==> src/rtl/lpos_pkg.sv <==
package lpos_pkg;

    localparam int unsigned GAIN_W  = 13;
    localparam int unsigned CRUSH_W = 4;
    localparam int unsigned LEVEL_W = 9;

    localparam logic [GAIN_W-1:0]  GAIN_MIN  = 13'd256;
    localparam logic [GAIN_W-1:0]  GAIN_MAX  = 13'd4096;
    localparam logic [CRUSH_W-1:0] CRUSH_MIN = 4'd1;
    localparam logic [CRUSH_W-1:0] CRUSH_MAX = 4'd8;
    localparam logic [7:0]         MID_CODE  = 8'h7F;
    localparam logic [7:0]         FULL_CODE = 8'hFF;
    localparam logic [7:0]         ZERO_CODE = 8'h00;
    localparam logic [7:0]         DIV_CODE  = 8'hFF;

    typedef enum logic [1:0] {
        WAVE_SINE  = 2'd0,
        WAVE_TRI   = 2'd1,
        WAVE_PULSE = 2'd2,
        WAVE_RAMP  = 2'd3
    } wave_t;

    typedef enum logic [2:0] {
        REG_WAVE   = 3'd0,
        REG_GAIN   = 3'd1,
        REG_MASK   = 3'd2,
        REG_THRESH = 3'd3,
        REG_FOLD   = 3'd4,
        REG_CRUSH  = 3'd5
    } reg_idx_t;

    typedef struct packed {
        wave_t               wave;
        logic [GAIN_W-1:0]   gain;
        logic [7:0]          mask;
        logic [7:0]          thresh;
        logic                fold;
        logic [CRUSH_W-1:0]  bits;
    } cfg_t;

    localparam logic [7:0] SINE_ROM [256] = '{
        8'h7F, 8'h82, 8'h85, 8'h88, 8'h8B, 8'h8F, 8'h92, 8'h95,
        8'h98, 8'h9B, 8'h9E, 8'hA1, 8'hA4, 8'hA7, 8'hAA, 8'hAD,
        8'hB0, 8'hB3, 8'hB6, 8'hB8, 8'hBB, 8'hBE, 8'hC1, 8'hC3,
        8'hC6, 8'hC8, 8'hCB, 8'hCD, 8'hD0, 8'hD2, 8'hD5, 8'hD7,
        8'hD9, 8'hDB, 8'hDD, 8'hE0, 8'hE2, 8'hE4, 8'hE5, 8'hE7,
        8'hE9, 8'hEB, 8'hEC, 8'hEE, 8'hEF, 8'hF1, 8'hF2, 8'hF4,
        8'hF5, 8'hF6, 8'hF7, 8'hF8, 8'hF9, 8'hFA, 8'hFB, 8'hFB,
        8'hFC, 8'hFD, 8'hFD, 8'hFE, 8'hFE, 8'hFE, 8'hFE, 8'hFE,
        8'hFF, 8'hFE, 8'hFE, 8'hFE, 8'hFE, 8'hFE, 8'hFD, 8'hFD,
        8'hFC, 8'hFB, 8'hFB, 8'hFA, 8'hF9, 8'hF8, 8'hF7, 8'hF6,
        8'hF5, 8'hF4, 8'hF2, 8'hF1, 8'hEF, 8'hEE, 8'hEC, 8'hEB,
        8'hE9, 8'hE7, 8'hE5, 8'hE4, 8'hE2, 8'hE0, 8'hDD, 8'hDB,
        8'hD9, 8'hD7, 8'hD5, 8'hD2, 8'hD0, 8'hCD, 8'hCB, 8'hC8,
        8'hC6, 8'hC3, 8'hC1, 8'hBE, 8'hBB, 8'hB8, 8'hB6, 8'hB3,
        8'hB0, 8'hAD, 8'hAA, 8'hA7, 8'hA4, 8'hA1, 8'h9E, 8'h9B,
        8'h98, 8'h95, 8'h92, 8'h8F, 8'h8B, 8'h88, 8'h85, 8'h82,
        8'h7F, 8'h7C, 8'h79, 8'h76, 8'h73, 8'h6F, 8'h6C, 8'h69,
        8'h66, 8'h63, 8'h60, 8'h5D, 8'h5A, 8'h57, 8'h54, 8'h51,
        8'h4E, 8'h4B, 8'h48, 8'h46, 8'h43, 8'h40, 8'h3D, 8'h3B,
        8'h38, 8'h36, 8'h33, 8'h31, 8'h2E, 8'h2C, 8'h29, 8'h27,
        8'h25, 8'h23, 8'h21, 8'h1E, 8'h1C, 8'h1A, 8'h19, 8'h17,
        8'h15, 8'h13, 8'h12, 8'h10, 8'h0F, 8'h0D, 8'h0C, 8'h0A,
        8'h09, 8'h08, 8'h07, 8'h06, 8'h05, 8'h04, 8'h03, 8'h03,
        8'h02, 8'h01, 8'h01, 8'h00, 8'h00, 8'h00, 8'h00, 8'h00,
        8'h00, 8'h00, 8'h00, 8'h00, 8'h00, 8'h00, 8'h01, 8'h01,
        8'h02, 8'h03, 8'h03, 8'h04, 8'h05, 8'h06, 8'h07, 8'h08,
        8'h09, 8'h0A, 8'h0C, 8'h0D, 8'h0F, 8'h10, 8'h12, 8'h13,
        8'h15, 8'h17, 8'h19, 8'h1A, 8'h1C, 8'h1E, 8'h21, 8'h23,
        8'h25, 8'h27, 8'h29, 8'h2C, 8'h2E, 8'h31, 8'h33, 8'h36,
        8'h38, 8'h3B, 8'h3D, 8'h40, 8'h43, 8'h46, 8'h48, 8'h4B,
        8'h4E, 8'h51, 8'h54, 8'h57, 8'h5A, 8'h5D, 8'h60, 8'h63,
        8'h66, 8'h69, 8'h6C, 8'h6F, 8'h73, 8'h76, 8'h79, 8'h7C
    };

endpackage

==> src/rtl/lpos_if.sv <==
interface lpos_step_if;
    logic               valid;
    logic               ready;
    logic [31:0]        phase_step;
    logic signed [31:0] fm_offset;

    modport source (output valid, output phase_step, output fm_offset, input ready);
    modport sink   (input valid, input phase_step, input fm_offset, output ready);
endinterface

interface lpos_level_if;
    logic              valid;
    logic              ready;
    logic signed [8:0] level;

    modport source (output valid, output level, input ready);
    modport sink   (input valid, input level, output ready);
endinterface

==> src/rtl/lofi_phase_oscillator_shaper_top.sv <==
// Single-voice 8-bit lo-fi oscillator with a sine, triangle-fold, pulse or ramp shaper.
// step_chan carries one request per audio tick: a phase step and a signed FM offset.
// level_chan returns one signed 9-bit level per request, in request order.
// Both channels move a request at a clock edge where valid and ready are high.
// A request passes through the s1, s2, s3, s4, s5 and output registers before its result
// reaches level_chan. A new request is taken every cycle while results drain, unless
// level_chan stalls with a result waiting, so throughput is one per cycle. The phase
// accumulator lives in a one-entry memory with a registered read; the value written back
// is forwarded to the next request, so the read-add-write loop does not limit the rate.
// When the receiver holds level_chan.ready low with a result waiting, the whole
// pipeline freezes and step_chan.ready drops in the same cycle; nothing is lost.
// Reset clears the phase to zero, empties the pipeline and loads the registers with
// sine, gain 1.0, mask 0, threshold 127, masked fold and 8-bit output. step_chan.ready
// stays low until live_reg is set by a clock edge after reset is released; no request
// is taken before that.
// The APB port writes and reads the six shaper registers; write them only while no
// request is in flight.
module lofi_phase_oscillator_shaper_top #(
    parameter int unsigned PHASE_BITS = 32
) (
    input  logic                clk,
    input  logic                rst_n,
    lpos_step_if.sink           step_chan,
    lpos_level_if.source        level_chan,
    input  logic                psel,
    input  logic                penable,
    input  logic                pwrite,
    input  logic [4:0]          paddr,
    input  logic [31:0]         pwdata,
    output logic [31:0]         prdata,
    output logic                pready
);

    localparam int unsigned PROD_W = PHASE_BITS + lpos_pkg::GAIN_W;

    logic                        live_reg;
    logic [1:0]                  wave_reg;
    logic [lpos_pkg::GAIN_W-1:0] gain_reg;
    logic [7:0]                  mask_reg;
    logic [7:0]                  thresh_reg;
    logic                        fold_reg;
    logic [lpos_pkg::CRUSH_W-1:0] crush_reg;

    logic                        s1_v_reg;
    logic [PHASE_BITS-1:0]       s1_step_reg;
    logic [PHASE_BITS-1:0]       s1_fm_reg;
    logic                        s2_v_reg;
    logic [7:0]                  s2_upper_reg;

    logic [PHASE_BITS-1:0]       phase_mem [1];
    logic [PHASE_BITS-1:0]       phase_rd_reg;
    logic                        written_reg;
    logic                        fwd_v_reg;
    logic [PHASE_BITS-1:0]       fwd_reg;

    lpos_pkg::cfg_t              cfg;
    lpos_pkg::reg_idx_t          reg_idx;
    logic                        cfg_write;
    logic                        en;
    logic                        accept;
    logic                        wr;
    logic [PHASE_BITS-1:0]       phase_cur;
    logic [PHASE_BITS-1:0]       phase_next;
    logic [PROD_W-1:0]           pulse_prod;
    logic [7:0]                  s2_upper_next;
    logic                        level_valid;
    logic signed [8:0]           level;

    assign reg_idx   = lpos_pkg::reg_idx_t'(paddr[4:2]);
    assign cfg_write = psel && penable && pwrite;
    assign pready    = 1'b1;

    always_ff @(posedge clk or negedge rst_n)
    begin
        if (!rst_n)
        begin
            wave_reg   <= lpos_pkg::WAVE_SINE;
            gain_reg   <= lpos_pkg::GAIN_MIN;
            mask_reg   <= 8'd0;
            thresh_reg <= lpos_pkg::MID_CODE;
            fold_reg   <= 1'b0;
            crush_reg  <= lpos_pkg::CRUSH_MAX;
        end
        else if (cfg_write)
        begin
            case (reg_idx)
                lpos_pkg::REG_WAVE:   wave_reg   <= pwdata[1:0];
                lpos_pkg::REG_GAIN:   gain_reg   <= pwdata[lpos_pkg::GAIN_W-1:0];
                lpos_pkg::REG_MASK:   mask_reg   <= pwdata[7:0];
                lpos_pkg::REG_THRESH: thresh_reg <= pwdata[7:0];
                lpos_pkg::REG_FOLD:   fold_reg   <= pwdata[0];
                lpos_pkg::REG_CRUSH:  crush_reg  <= pwdata[lpos_pkg::CRUSH_W-1:0];
                default:
                begin
                end
            endcase
        end
    end

    always_comb
    begin
        case (reg_idx)
            lpos_pkg::REG_WAVE:   prdata = 32'(wave_reg);
            lpos_pkg::REG_GAIN:   prdata = 32'(gain_reg);
            lpos_pkg::REG_MASK:   prdata = 32'(mask_reg);
            lpos_pkg::REG_THRESH: prdata = 32'(thresh_reg);
            lpos_pkg::REG_FOLD:   prdata = 32'(fold_reg);
            lpos_pkg::REG_CRUSH:  prdata = 32'(crush_reg);
            default:              prdata = 32'd0;
        endcase
    end

    always_comb
    begin
        cfg.wave   = lpos_pkg::wave_t'(wave_reg);
        cfg.mask   = mask_reg;
        cfg.thresh = thresh_reg;
        cfg.fold   = fold_reg;
        if (gain_reg < lpos_pkg::GAIN_MIN)
        begin
            cfg.gain = lpos_pkg::GAIN_MIN;
        end
        else if (gain_reg > lpos_pkg::GAIN_MAX)
        begin
            cfg.gain = lpos_pkg::GAIN_MAX;
        end
        else
        begin
            cfg.gain = gain_reg;
        end
        if (crush_reg < lpos_pkg::CRUSH_MIN)
        begin
            cfg.bits = lpos_pkg::CRUSH_MIN;
        end
        else if (crush_reg > lpos_pkg::CRUSH_MAX)
        begin
            cfg.bits = lpos_pkg::CRUSH_MAX;
        end
        else
        begin
            cfg.bits = crush_reg;
        end
    end

    assign en              = !level_valid || level_chan.ready;
    assign step_chan.ready = live_reg && en;
    assign accept          = step_chan.valid && step_chan.ready;
    assign wr              = en && s1_v_reg;

    always_comb
    begin
        if (fwd_v_reg)
        begin
            phase_cur = fwd_reg;
        end
        else if (written_reg)
        begin
            phase_cur = phase_rd_reg;
        end
        else
        begin
            phase_cur = '0;
        end
        phase_next = phase_cur + s1_fm_reg + s1_step_reg;
        pulse_prod = PROD_W'(phase_cur) * PROD_W'(cfg.gain);
        if (cfg.wave == lpos_pkg::WAVE_PULSE)
        begin
            s2_upper_next = pulse_prod[PHASE_BITS+7:PHASE_BITS];
        end
        else
        begin
            s2_upper_next = phase_cur[PHASE_BITS-1:PHASE_BITS-8];
        end
    end

    always_ff @(posedge clk)
    begin
        if (wr)
        begin
            phase_mem[0] <= phase_next;
        end
        phase_rd_reg <= phase_mem[0];
        fwd_reg      <= phase_next;
    end

    always_ff @(posedge clk or negedge rst_n)
    begin
        if (!rst_n)
        begin
            live_reg    <= 1'b0;
            written_reg <= 1'b0;
            fwd_v_reg   <= 1'b0;
            s1_v_reg    <= 1'b0;
            s2_v_reg    <= 1'b0;
        end
        else
        begin
            live_reg    <= 1'b1;
            written_reg <= written_reg || wr;
            fwd_v_reg   <= wr;
            if (en)
            begin
                s1_v_reg <= accept;
                s2_v_reg <= s1_v_reg;
            end
        end
    end

    always_ff @(posedge clk)
    begin
        if (accept)
        begin
            s1_step_reg <= step_chan.phase_step[PHASE_BITS-1:0];
            s1_fm_reg   <= step_chan.fm_offset[PHASE_BITS-1:0];
        end
        if (en)
        begin
            s2_upper_reg <= s2_upper_next;
        end
    end

    lpos_shaper u_shaper (
        .clk         (clk),
        .rst_n       (rst_n),
        .en          (en),
        .upper_valid (s2_v_reg),
        .upper       (s2_upper_reg),
        .cfg         (cfg),
        .level_valid (level_valid),
        .level       (level)
    );

    assign level_chan.valid = level_valid;
    assign level_chan.level = level;

endmodule

==> src/rtl/lpos_shaper.sv <==
module lpos_shaper (
    input  logic                clk,
    input  logic                rst_n,
    input  logic                en,
    input  logic                upper_valid,
    input  logic [7:0]          upper,
    input  lpos_pkg::cfg_t      cfg,
    output logic                level_valid,
    output logic signed [8:0]   level
);

    logic        s3_v_reg;
    logic        s4_v_reg;
    logic        s5_v_reg;
    logic        out_v_reg;
    logic [7:0]  s3_byte_reg;
    logic [7:0]  s4_byte_reg;
    logic [7:0]  s5_byte_reg;
    logic signed [8:0] level_reg;

    logic [7:0]  masked;
    logic [7:0]  fold_src;
    logic [7:0]  s3_byte_next;
    logic [20:0] gain_prod;
    logic [7:0]  s4_byte_next;
    logic [7:0]  offset_byte;
    logic [7:0]  s5_byte_next;
    logic signed [8:0] diff;
    logic [7:0]  mag;
    logic [15:0] scaled;
    logic [23:0] recip;
    logic [7:0]  q0;
    logic [16:0] rem;
    logic [7:0]  quot;
    logic signed [8:0] level_next;

    always_comb
    begin
        masked   = upper ^ cfg.mask;
        fold_src = cfg.fold ? upper : masked;
        case (cfg.wave)
            lpos_pkg::WAVE_PULSE:
            begin
                s3_byte_next = (masked > cfg.thresh) ? lpos_pkg::FULL_CODE
                                                     : lpos_pkg::ZERO_CODE;
            end
            lpos_pkg::WAVE_TRI:
            begin
                s3_byte_next = (upper > cfg.thresh) ? ~fold_src : masked;
            end
            default:
            begin
                s3_byte_next = masked;
            end
        endcase
    end

    always_comb
    begin
        gain_prod = 21'(s3_byte_reg) * 21'(cfg.gain);
        if (cfg.wave == lpos_pkg::WAVE_PULSE)
        begin
            s4_byte_next = s3_byte_reg;
        end
        else
        begin
            s4_byte_next = gain_prod[15:8];
        end
    end

    always_comb
    begin
        if (s4_byte_reg > cfg.thresh)
        begin
            offset_byte = 8'(s4_byte_reg + lpos_pkg::MID_CODE - cfg.thresh);
        end
        else
        begin
            offset_byte = s4_byte_reg;
        end
        if (cfg.wave == lpos_pkg::WAVE_SINE)
        begin
            s5_byte_next = lpos_pkg::SINE_ROM[~offset_byte];
        end
        else
        begin
            s5_byte_next = s4_byte_reg;
        end
    end

    // Division by 255 uses the reciprocal 257/65536, which is low by at most one.
    always_comb
    begin
        diff   = $signed({1'b0, s5_byte_reg}) - $signed({1'b0, lpos_pkg::MID_CODE});
        mag    = diff[8] ? 8'(-diff) : diff[7:0];
        scaled = 16'(mag) << cfg.bits;
        recip  = {scaled, 8'b0} + 24'(scaled);
        q0     = recip[23:16];
        rem    = 17'(scaled) - 17'({q0, 8'b0}) + 17'(q0);
        quot   = q0 + 8'(rem >= 17'(lpos_pkg::DIV_CODE));
        level_next = diff[8] ? -$signed({1'b0, quot}) : $signed({1'b0, quot});
    end

    always_ff @(posedge clk or negedge rst_n)
    begin
        if (!rst_n)
        begin
            s3_v_reg  <= 1'b0;
            s4_v_reg  <= 1'b0;
            s5_v_reg  <= 1'b0;
            out_v_reg <= 1'b0;
        end
        else if (en)
        begin
            s3_v_reg  <= upper_valid;
            s4_v_reg  <= s3_v_reg;
            s5_v_reg  <= s4_v_reg;
            out_v_reg <= s5_v_reg;
        end
    end

    always_ff @(posedge clk)
    begin
        if (en)
        begin
            s3_byte_reg <= s3_byte_next;
            s4_byte_reg <= s4_byte_next;
            s5_byte_reg <= s5_byte_next;
            level_reg   <= level_next;
        end
    end

    assign level_valid = out_v_reg;
    assign level       = level_reg;

endmodule

==> src/flat_wrapper.sv <==
// flat-port wrapper written by rule: the top's interface ports become plain ports
module lofi_phase_oscillator_shaper_top_flat 
#(
    parameter int unsigned PHASE_BITS = 32
)
  (clk, rst_n, psel, penable, pwrite, paddr, pwdata, prdata, pready, step_chan_valid, step_chan_phase_step, step_chan_fm_offset, step_chan_ready, level_chan_valid, level_chan_level, level_chan_ready);
  lpos_step_if step_chan_i ();
  lpos_level_if level_chan_i ();
  input  logic clk;
  input  logic rst_n;
  input  logic psel;
  input  logic penable;
  input  logic pwrite;
  input  logic [4:0] paddr;
  input  logic [31:0] pwdata;
  output logic [31:0] prdata;
  output logic pready;
  input wire logic [$bits(step_chan_i.valid)-1:0] step_chan_valid;
  input wire logic [$bits(step_chan_i.phase_step)-1:0] step_chan_phase_step;
  input wire logic [$bits(step_chan_i.fm_offset)-1:0] step_chan_fm_offset;
  output wire logic [$bits(step_chan_i.ready)-1:0] step_chan_ready;
  output wire logic [$bits(level_chan_i.valid)-1:0] level_chan_valid;
  output wire logic [$bits(level_chan_i.level)-1:0] level_chan_level;
  input wire logic [$bits(level_chan_i.ready)-1:0] level_chan_ready;
  assign step_chan_i.valid = step_chan_valid;
  assign step_chan_i.phase_step = step_chan_phase_step;
  assign step_chan_i.fm_offset = step_chan_fm_offset;
  assign step_chan_ready = step_chan_i.ready;
  assign level_chan_valid = level_chan_i.valid;
  assign level_chan_level = level_chan_i.level;
  assign level_chan_i.ready = level_chan_ready;
  lofi_phase_oscillator_shaper_top #(.PHASE_BITS(PHASE_BITS)) u_core (.clk(clk), .rst_n(rst_n), .step_chan(step_chan_i), .level_chan(level_chan_i), .psel(psel), .penable(penable), .pwrite(pwrite), .paddr(paddr), .pwdata(pwdata), .prdata(prdata), .pready(pready));
endmodule
==> config.mk <==
export PLATFORM = sky130hd
export DESIGN_NAME = lofi_phase_oscillator_shaper_top_flat
export DESIGN_NICKNAME = d
export VERILOG_FILES = /design/src/rtl/lpos_pkg.sv /design/src/rtl/lpos_if.sv /design/src/rtl/lofi_phase_oscillator_shaper_top.sv /design/src/rtl/lpos_shaper.sv /design/src/flat_wrapper.sv
export SDC_FILE = /design/constraint.sdc
export NUM_CORES = 2
export LEC_CHECK = 0
export ABC_AREA = 1
export BUFFER_PORTS_ARGS = -buffer_cell sky130_fd_sc_hd__buf_2
export CORE_MARGIN = 1
export CORE_UTILIZATION = 57
export DETAILED_ROUTE_END_ITERATION = 12
export PLACE_DENSITY = 0.78
export SLEW_MARGIN = 30
export SYNTH_ARGS = -nofsm -noshare
export SYNTH_HDL_FRONTEND = slang
export SYNTH_SLANG_ARGS = --single-unit
==> constraint.sdc <==
create_clock -name clk -period 6.2 [get_ports clk]
set_input_delay 0.62 -clock clk [delete_from_list [all_inputs] [get_ports clk]]
set_output_delay 0.62 -clock clk [all_outputs]
set_load 0.05 [all_outputs]
# Word-level counts from Yosys, hierarchy flattened
# Memories as Yosys holds them, arrays and structs flattened. A register that Yosys moved wholly into a read port is not among the register bits.
# Index checks and enable logic that the tools add are counted.
[word_totals]
output_inout_bits = 44
ff_bits = 182
mem_bits_ro = 2048
ram_bits = 32
mem_count = 2
input_bits = 108
wordCells = 97
[mem_list]
columns = ["memory", "depth", "word_bits", "read_ports", "rd_ports_with_merged_regs", "write_ports", "line", "source"]
rows = [
  ["(no name shown)", 256, 8, 1, 0, 0, "lpos_shaper.sv:83", "s5_byte_next = lpos_pkg::SINE_ROM[~offset_byte];"],
  ["u_core.phase_mem", 1, 32, 1, 1, 1, "lofi_phase_oscillator_shaper_top.sv:50", "logic [PHASE_BITS-1:0] phase_mem [1];"],
]
[classes]
addsub = 11
n_shift = 1
n_eq_ne = 7
mux = 21
reduce_logical = 16
bitwise = 4
order_cmp = 9
n_mul = 2
[ops]
columns = ["cell", "count"]
rows = [
  ["8-bit two-way mux", 11],
  ["13-bit case mux with 6 select lines", 1],
  ["32-bit adder", 2],
  ["32-bit two-way mux", 2],
  ["32-bit by 13-bit multiplier with 40-bit output", 1],
  ["13-bit two-way mux", 2],
  ["24-bit by 16-bit adder with 24-bit output", 1],
  ["8-bit greater-than comparator", 3],
  ["17-bit by 8-bit adder with 17-bit output", 1],
  ["17-bit by 8-bit greater-or-equal comparator with 1-bit output (second input constant)", 1],
  ["16-bit by 16-bit subtractor with 17-bit output", 1],
  ["8-bit by 13-bit multiplier with 16-bit output", 1],
  ["8-bit NOT", 2],
  ["8-bit case mux with 2 select lines", 1],
  ["8-bit by 4-bit << shifter with 16-bit output", 1],
  ["13-bit greater-than comparator (second input constant)", 1],
  ["13-bit by 9-bit less-than comparator with 1-bit output (second input constant)", 1],
  ["2-bit AND reduction", 6],
  ["9-bit greater-or-equal comparator (second input constant)", 1],
  ["8-bit negation with 9-bit output", 1],
  ["8-bit NOT with 9-bit output", 1],
  ["8-bit by 7-bit subtractor with 9-bit output (second input constant)", 1],
  ["8-bit by 1-bit adder with 8-bit output", 1],
  ["8-bit by 7-bit adder with 8-bit output (second input constant)", 1],
  ["other kinds (17)", 26],
]

# Longest topological paths before layout
[logic_depth]
ltp_word = 11
mapped_depth = 52
ltp_nobuf = 51

# Modules after synthesis
# A second synthesis with hierarchy kept.
[unflattened]
cells_unflattened = 3915
area_unflattened_um2 = 30944.7
[by_module_without_submodules]
columns = ["mod", "area_each_um2", "cells_per_inst", "seq_area_each_um2", "n_inst"]
rows = [
  ["lofi_phase_oscillator_shaper_top", 21135.3, 2380, 5441.5, 1],
  ["lpos_shaper", 9809.4, 1535, 1091.0, 1],
]

# Worst setup path before layout
# No wires, ideal clock.
[synth_path]
path_type = "register to register"
start = "register u_core.u_shaper.s5_byte_reg[0]"
end = "register u_core.u_shaper.level_reg[8], in the netlist u_core.u_shaper.level[8] (data pin)"
path_buffers = 0
required_time_ns = 5.942
setup_ns = 0.258
t_arrival_ns = 6.384
period_less_slack_ns = 6.642
stages_incl_launch_ff = 46
slack_ns = -0.442
cell_sequence = "edfxtp_1 ha_1 nand3_1 nor2_2 nand2_1 nand2_2 nor2_1 xor2_1 mux2i_1 mux2i_1 nand2_1 nand3_1 inv_1 ha_1 a21oi_1 o21ai_0 nor2_1 nor2_2 [... 10 more ...] o21ai_0 a21oi_1 o21bai_1 nand3_1 nand2_1 nand2_1 a21oi_1 nor2_1 nor2_1 nand3_1 ha_1 ha_1 inv_1 ha_1 nand2_1 or3_1 o31ai_1 inv_1"
[synth_via]
elab_chain_len = 10
[synth_lines]
columns = ["item", "line", "source"]
rows = [
  ["start, declared", "lpos_shaper.sv:18", "logic [7:0] s5_byte_reg;"],
  ["start signal, assigned", "lpos_shaper.sv:128", "s5_byte_reg <= s5_byte_next;"],
  ["8-bit by 7-bit subtractor with 9-bit output *", "lpos_shaper.sv:94", "diff = $signed({1'b0, s5_byte_reg}) - $signed({1'b0, lpos_pkg::MID_CODE});"],
  ["8-bit negation", "lpos_shaper.sv:95", "mag = diff[8] ? 8'(-diff) : diff[7:0];"],
  ["8-bit two-way mux", "lpos_shaper.sv:95", ""],
  ["8-bit by 4-bit << shifter with 16-bit output", "lpos_shaper.sv:96", "scaled = 16'(mag) << cfg.bits;"],
  ["24-bit by 16-bit adder with 24-bit output", "lpos_shaper.sv:97", "recip = {scaled, 8'b0} + 24'(scaled);"],
  ["16-bit by 16-bit subtractor with 17-bit output", "lpos_shaper.sv:99", "rem = 17'(scaled) - 17'({q0, 8'b0}) + 17'(q0);"],
  ["17-bit by 8-bit adder with 17-bit output", "lpos_shaper.sv:99", ""],
  ["17-bit by 8-bit greater-or-equal comparator with 1-bit output", "lpos_shaper.sv:100", "quot = q0 + 8'(rem >= 17'(lpos_pkg::DIV_CODE));"],
  ["8-bit by 1-bit adder with 8-bit output", "lpos_shaper.sv:100", ""],
  ["8-bit negation with 9-bit output", "lpos_shaper.sv:101", "level_next = diff[8] ? -$signed({1'b0, quot}) : $signed({1'b0, quot});"],
  ["end signal, assigned", "lpos_shaper.sv:129", "level_reg <= level_next;"],
  ["end, declared", "lpos_shaper.sv:19", "logic signed [8:0] level_reg;"],
]
# Mark *: on every way between the ends. The rest lies on a longest branch, timed or not.
# A chain may end at the register's enable or synchronous reset.

# Final worst setup path
[layout_path]
start = "register u_core.u_shaper.s5_byte_reg[1]"
end = "register u_core.u_shaper.level_reg[6], in the netlist u_core.u_shaper.level[6] (data pin)"
[layout_via]
elab_chain_len = 11
[layout_lines]
columns = ["item", "line", "source"]
rows = [
  ["8-bit by 7-bit subtractor with 9-bit output *", "lpos_shaper.sv:94", ""],
  ["8-bit negation", "lpos_shaper.sv:95", ""],
  ["8-bit two-way mux", "lpos_shaper.sv:95", ""],
  ["8-bit by 4-bit << shifter with 16-bit output", "lpos_shaper.sv:96", ""],
  ["24-bit by 16-bit adder with 24-bit output", "lpos_shaper.sv:97", ""],
  ["16-bit by 16-bit subtractor with 17-bit output", "lpos_shaper.sv:99", ""],
  ["17-bit by 8-bit adder with 17-bit output", "lpos_shaper.sv:99", ""],
  ["17-bit by 8-bit greater-or-equal comparator with 1-bit output", "lpos_shaper.sv:100", ""],
  ["8-bit by 1-bit adder with 8-bit output", "lpos_shaper.sv:100", ""],
  ["8-bit negation with 9-bit output", "lpos_shaper.sv:101", ""],
  ["8-bit two-way mux *", "lpos_shaper.sv:101", ""],
  ["net u_core.u_shaper.level_next[6]", "lpos_shaper.sv:35", "logic signed [8:0] level_next;"],
]
# The timed path passes the listed nets; every way through them passes the cells marked *.

==> qor.txt <==
status - complete, but fails checks
violated checks - negative setup slack
IO Count - 152
syn_area_per_cell - 8.15 sq um
Ys Warns - 0
worst r2r dst - u_core.u_shaper.level[6]$_DFFE_PN_
largest net degree at the start of global routing - 65
drt drc - 0
Final Hold Fails - 0
Fmax - 148 MHz
# rows - 83
number of synthesized flops with an enable pin - 137
Max Slew Vio Count - 0
R2R depth - 47
via count - 27,800
Syn-to-layout area delta - 24.0%
fin cells - 4,832
unrepaired setup endpoints after global routing - true
Port Buffers - 110
Routed WL - 94.0 mm
Clock Latency Late Sink - 0.58 ns
CTS sink count - 246
reg-to-reg slack, setup - -0.55 ns
drt via density - 5.75
Routed Antenna Nets - 0
Hold WC Path Type - in -> async
most used cell, CP - ha_4
type of the worst setup path - reg -> reg
antenna violations before repair - 1
Die Height - 231 microns
skew final - 0.0132 ns
Synth Cell Area - 29,900 sq um
Num CTS Buffers - 28
WL/cell - 19.5 microns
CP max FO - 5
Setup WS post-layout - -0.550 ns
Die X-Extent - 231 microns
worst-margin pin slew - 1.01 ns
First DRT Iteration DRCs - 2,484
Tmin final - 6.75 ns
Crit-path slowest cell - edfxtp_1
worst r2r src - u_core.u_shaper.s5_byte_reg[1]$_DFFE_PN_
vias in the first global route - 27,200
Worst Path Required - 6.52 ns
DIE AREA - 53,400 sq um
register bit count reported by yosys - 246
GRT Util Overall - 31.5%
gr ovfl total - 0
crit end category - flip-flop
CTS clk-pin slew, worst paths - 0.06 ns
sequential share of the synthesized area - 21.8%
Net count, final - 4,854
Cells after DPL - 4,659
global-route wire length before repair - 134 mm
Finish-stage setup viols - 16
deepest clock path buffer count - 3
gp weighted congestion - 0.968
Finished Cell Area - 37,100 sq um
Starting Density - 58.0%
core area - 51,600 sq um
Pre-antenna DRT Iters - 6
Max-cap violations - 0
max incr delay on CP - 0.45 ns
CTS tree - built
Root Buffer - clkbuf_16
type of origin of the critical path - flip-flop
Top FF cell, synth - edfxtp_1
worst slack, placed - -0.602 ns
period utilisation layout - 109%
Cells after Synth - 3,675
Critical Path AT - 7.07 ns
Worst slew margin - 32.4%
DP Wirelength - 63.9 mm
asr flop ratio synth - 18.3%
Unique masters post-synth - 62
Area after DPL - 33,400 sq um
H-tree levels - 1
fraction of layout cells with a size suffix above 1 - 22.6%
## layout make-up
class / instances / area (sq um)
Antenna cell: 3 / 7.51
Clock buffer: 39 / 783
Clock inverter: 13 / 155
Fill cell: 3577 / 14500
Inverter: 722 / 2730
Multi-Input combinational cell: 2620 / 22000
Sequential cell: 246 / 6530
Tap cell: 680 / 851
Timing Repair Buffer: 509 / 4100
## synth_stat cells (all sizes together) (9+ instances only)
| cell | n | area [sq um] |
|---|---|---|
| xor2 | 66 | 578 |
| o211ai | 19 | 143 |
| o21ai | 137 | 697 |
| dfstp | 9 | 236 |
| nor2 | 358 | 1380 |
| nand3b | 10 | 75.1 |
| xnor2 | 31 | 272 |
| nand4 | 33 | 206 |
| dfxtp | 64 | 1280 |
| nand3 | 139 | 718 |
| clkinv | 31 | 116 |
| a22oi | 47 | 382 |
| ha | 205 | 2560 |
| inv | 691 | 2590 |
| fa | 414 | 8290 |
| o21a | 12 | 90.1 |
| nor3 | 29 | 150 |
| a21oi | 137 | 689 |
| edfxtp | 137 | 4110 |
| buf | 56 | 344 |
| nand2 | 889 | 3360 |
| dfrtp | 36 | 901 |
| clkbuf | 51 | 191 |
## logic make-up (layout without fill, tap and decap cells)
kind of cell	after synthesis	count (layout)	share of synthesized area [%]
simple gates	1476	1476	20.1
buf+inv	829	1283	10.8
fa+ha+maj	619	619	36.3
compound gates	404	404	8.10
flops	246	246	21.8
xor+xnor	97	97	2.84
other cells	2	25	0.0251
mux	2	2	0.0669
## worst max-delay path by stage
stage	startpoint	to
2_1_floorplan	u_core.u_shaper.s5_byte_reg[0]$_DFFE_PN_	u_core.u_shaper.level[8]$_SDFFCE_PP0N_
3_3_place_gp	u_core.u_shaper.s5_byte_reg[1]$_DFFE_PN_	u_core.u_shaper.level[7]$_DFFE_PN_
3_5_place_dp	u_core.u_shaper.s5_byte_reg[1]$_DFFE_PN_	u_core.u_shaper.level[7]$_DFFE_PN_
4_1_cts	u_core.u_shaper.s5_byte_reg[1]$_DFFE_PN_	u_core.u_shaper.level[8]$_SDFFCE_PP0N_
5_1_grt	u_core.u_shaper.s5_byte_reg[0]$_DFFE_PN_	u_core.u_shaper.level[5]$_DFFE_PN_
6_report	u_core.u_shaper.s5_byte_reg[1]$_DFFE_PN_	u_core.u_shaper.level[6]$_DFFE_PN_
## per-stage QoR
stage                     hold WS [ns]  util, %  setup TNS (ns)
final                            0.136     71.9           -5.39
after global routing             0.199     71.9           -9.99
after CTS                        0.156     68.3           -1.76
after detailed placement         0.327     64.6           -3.54
after global placement           0.324     64.6           -2.44
after floorplan                  0.323        -          -0.257
## per-layer routing
metal / global-route usage, % / part of all wire, %
met1: 37.3 / 34
met2: 55.4 / 47
met3: 4.54 / 10
met4: 16.5 / 8.4
met5: 0 / 0
## placed cells by master (no fill, tap or decap), types with 10 or more instances in the layout
master,instances
o21ai_1,22
nand3_2,16
nor2_4,22
fa_2,14
ha_1,161
nand2_1,807
dfrtp_1,36
nand3b_1,10
conb_1,22
o21a_1,12
nor2_1,309
buf_12,22
a21oi_1,95
inv_1,636
nand3_1,119
nand2_4,15
clkinv_1,29
clkbuf_16,37
nor2_2,27
xnor2_1,30
o21ai_2,18
buf_6,23
nand2_2,67
o211ai_1,19
ha_4,43
xor2_1,56
dfxtp_1,64
buf_2,110
nor3_1,17
o21ai_0,96
inv_2,50
buf_4,340
nand4_1,33
a21oi_2,34
a22oi_1,43
fa_1,400
edfxtp_1,137
## worst max-delay path: cells and delay by family (launching register included)
kind                       cells  cell delay [ns]
AOI/OAI and AO/OA              7             0.83
and+or+nand+nor               23             2.46
adders and majority gates      7             1.60
buffers and inverters          7             0.74
xor gates and xnor gates       3             0.40
DFF                            1             0.45
## what timing repair did
action,in CTS,in global routing
setup endpoints to repair,14,17
buffers inserted,55,55
hold buffers,0,0
gates cloned,1,9
resized for setup,116,307
pin swaps,86,201
hold endpoints to repair,0,0
Power is not shown: default switching activity piles up to over one toggle a cycle in this logic, so the estimate is an artifact.
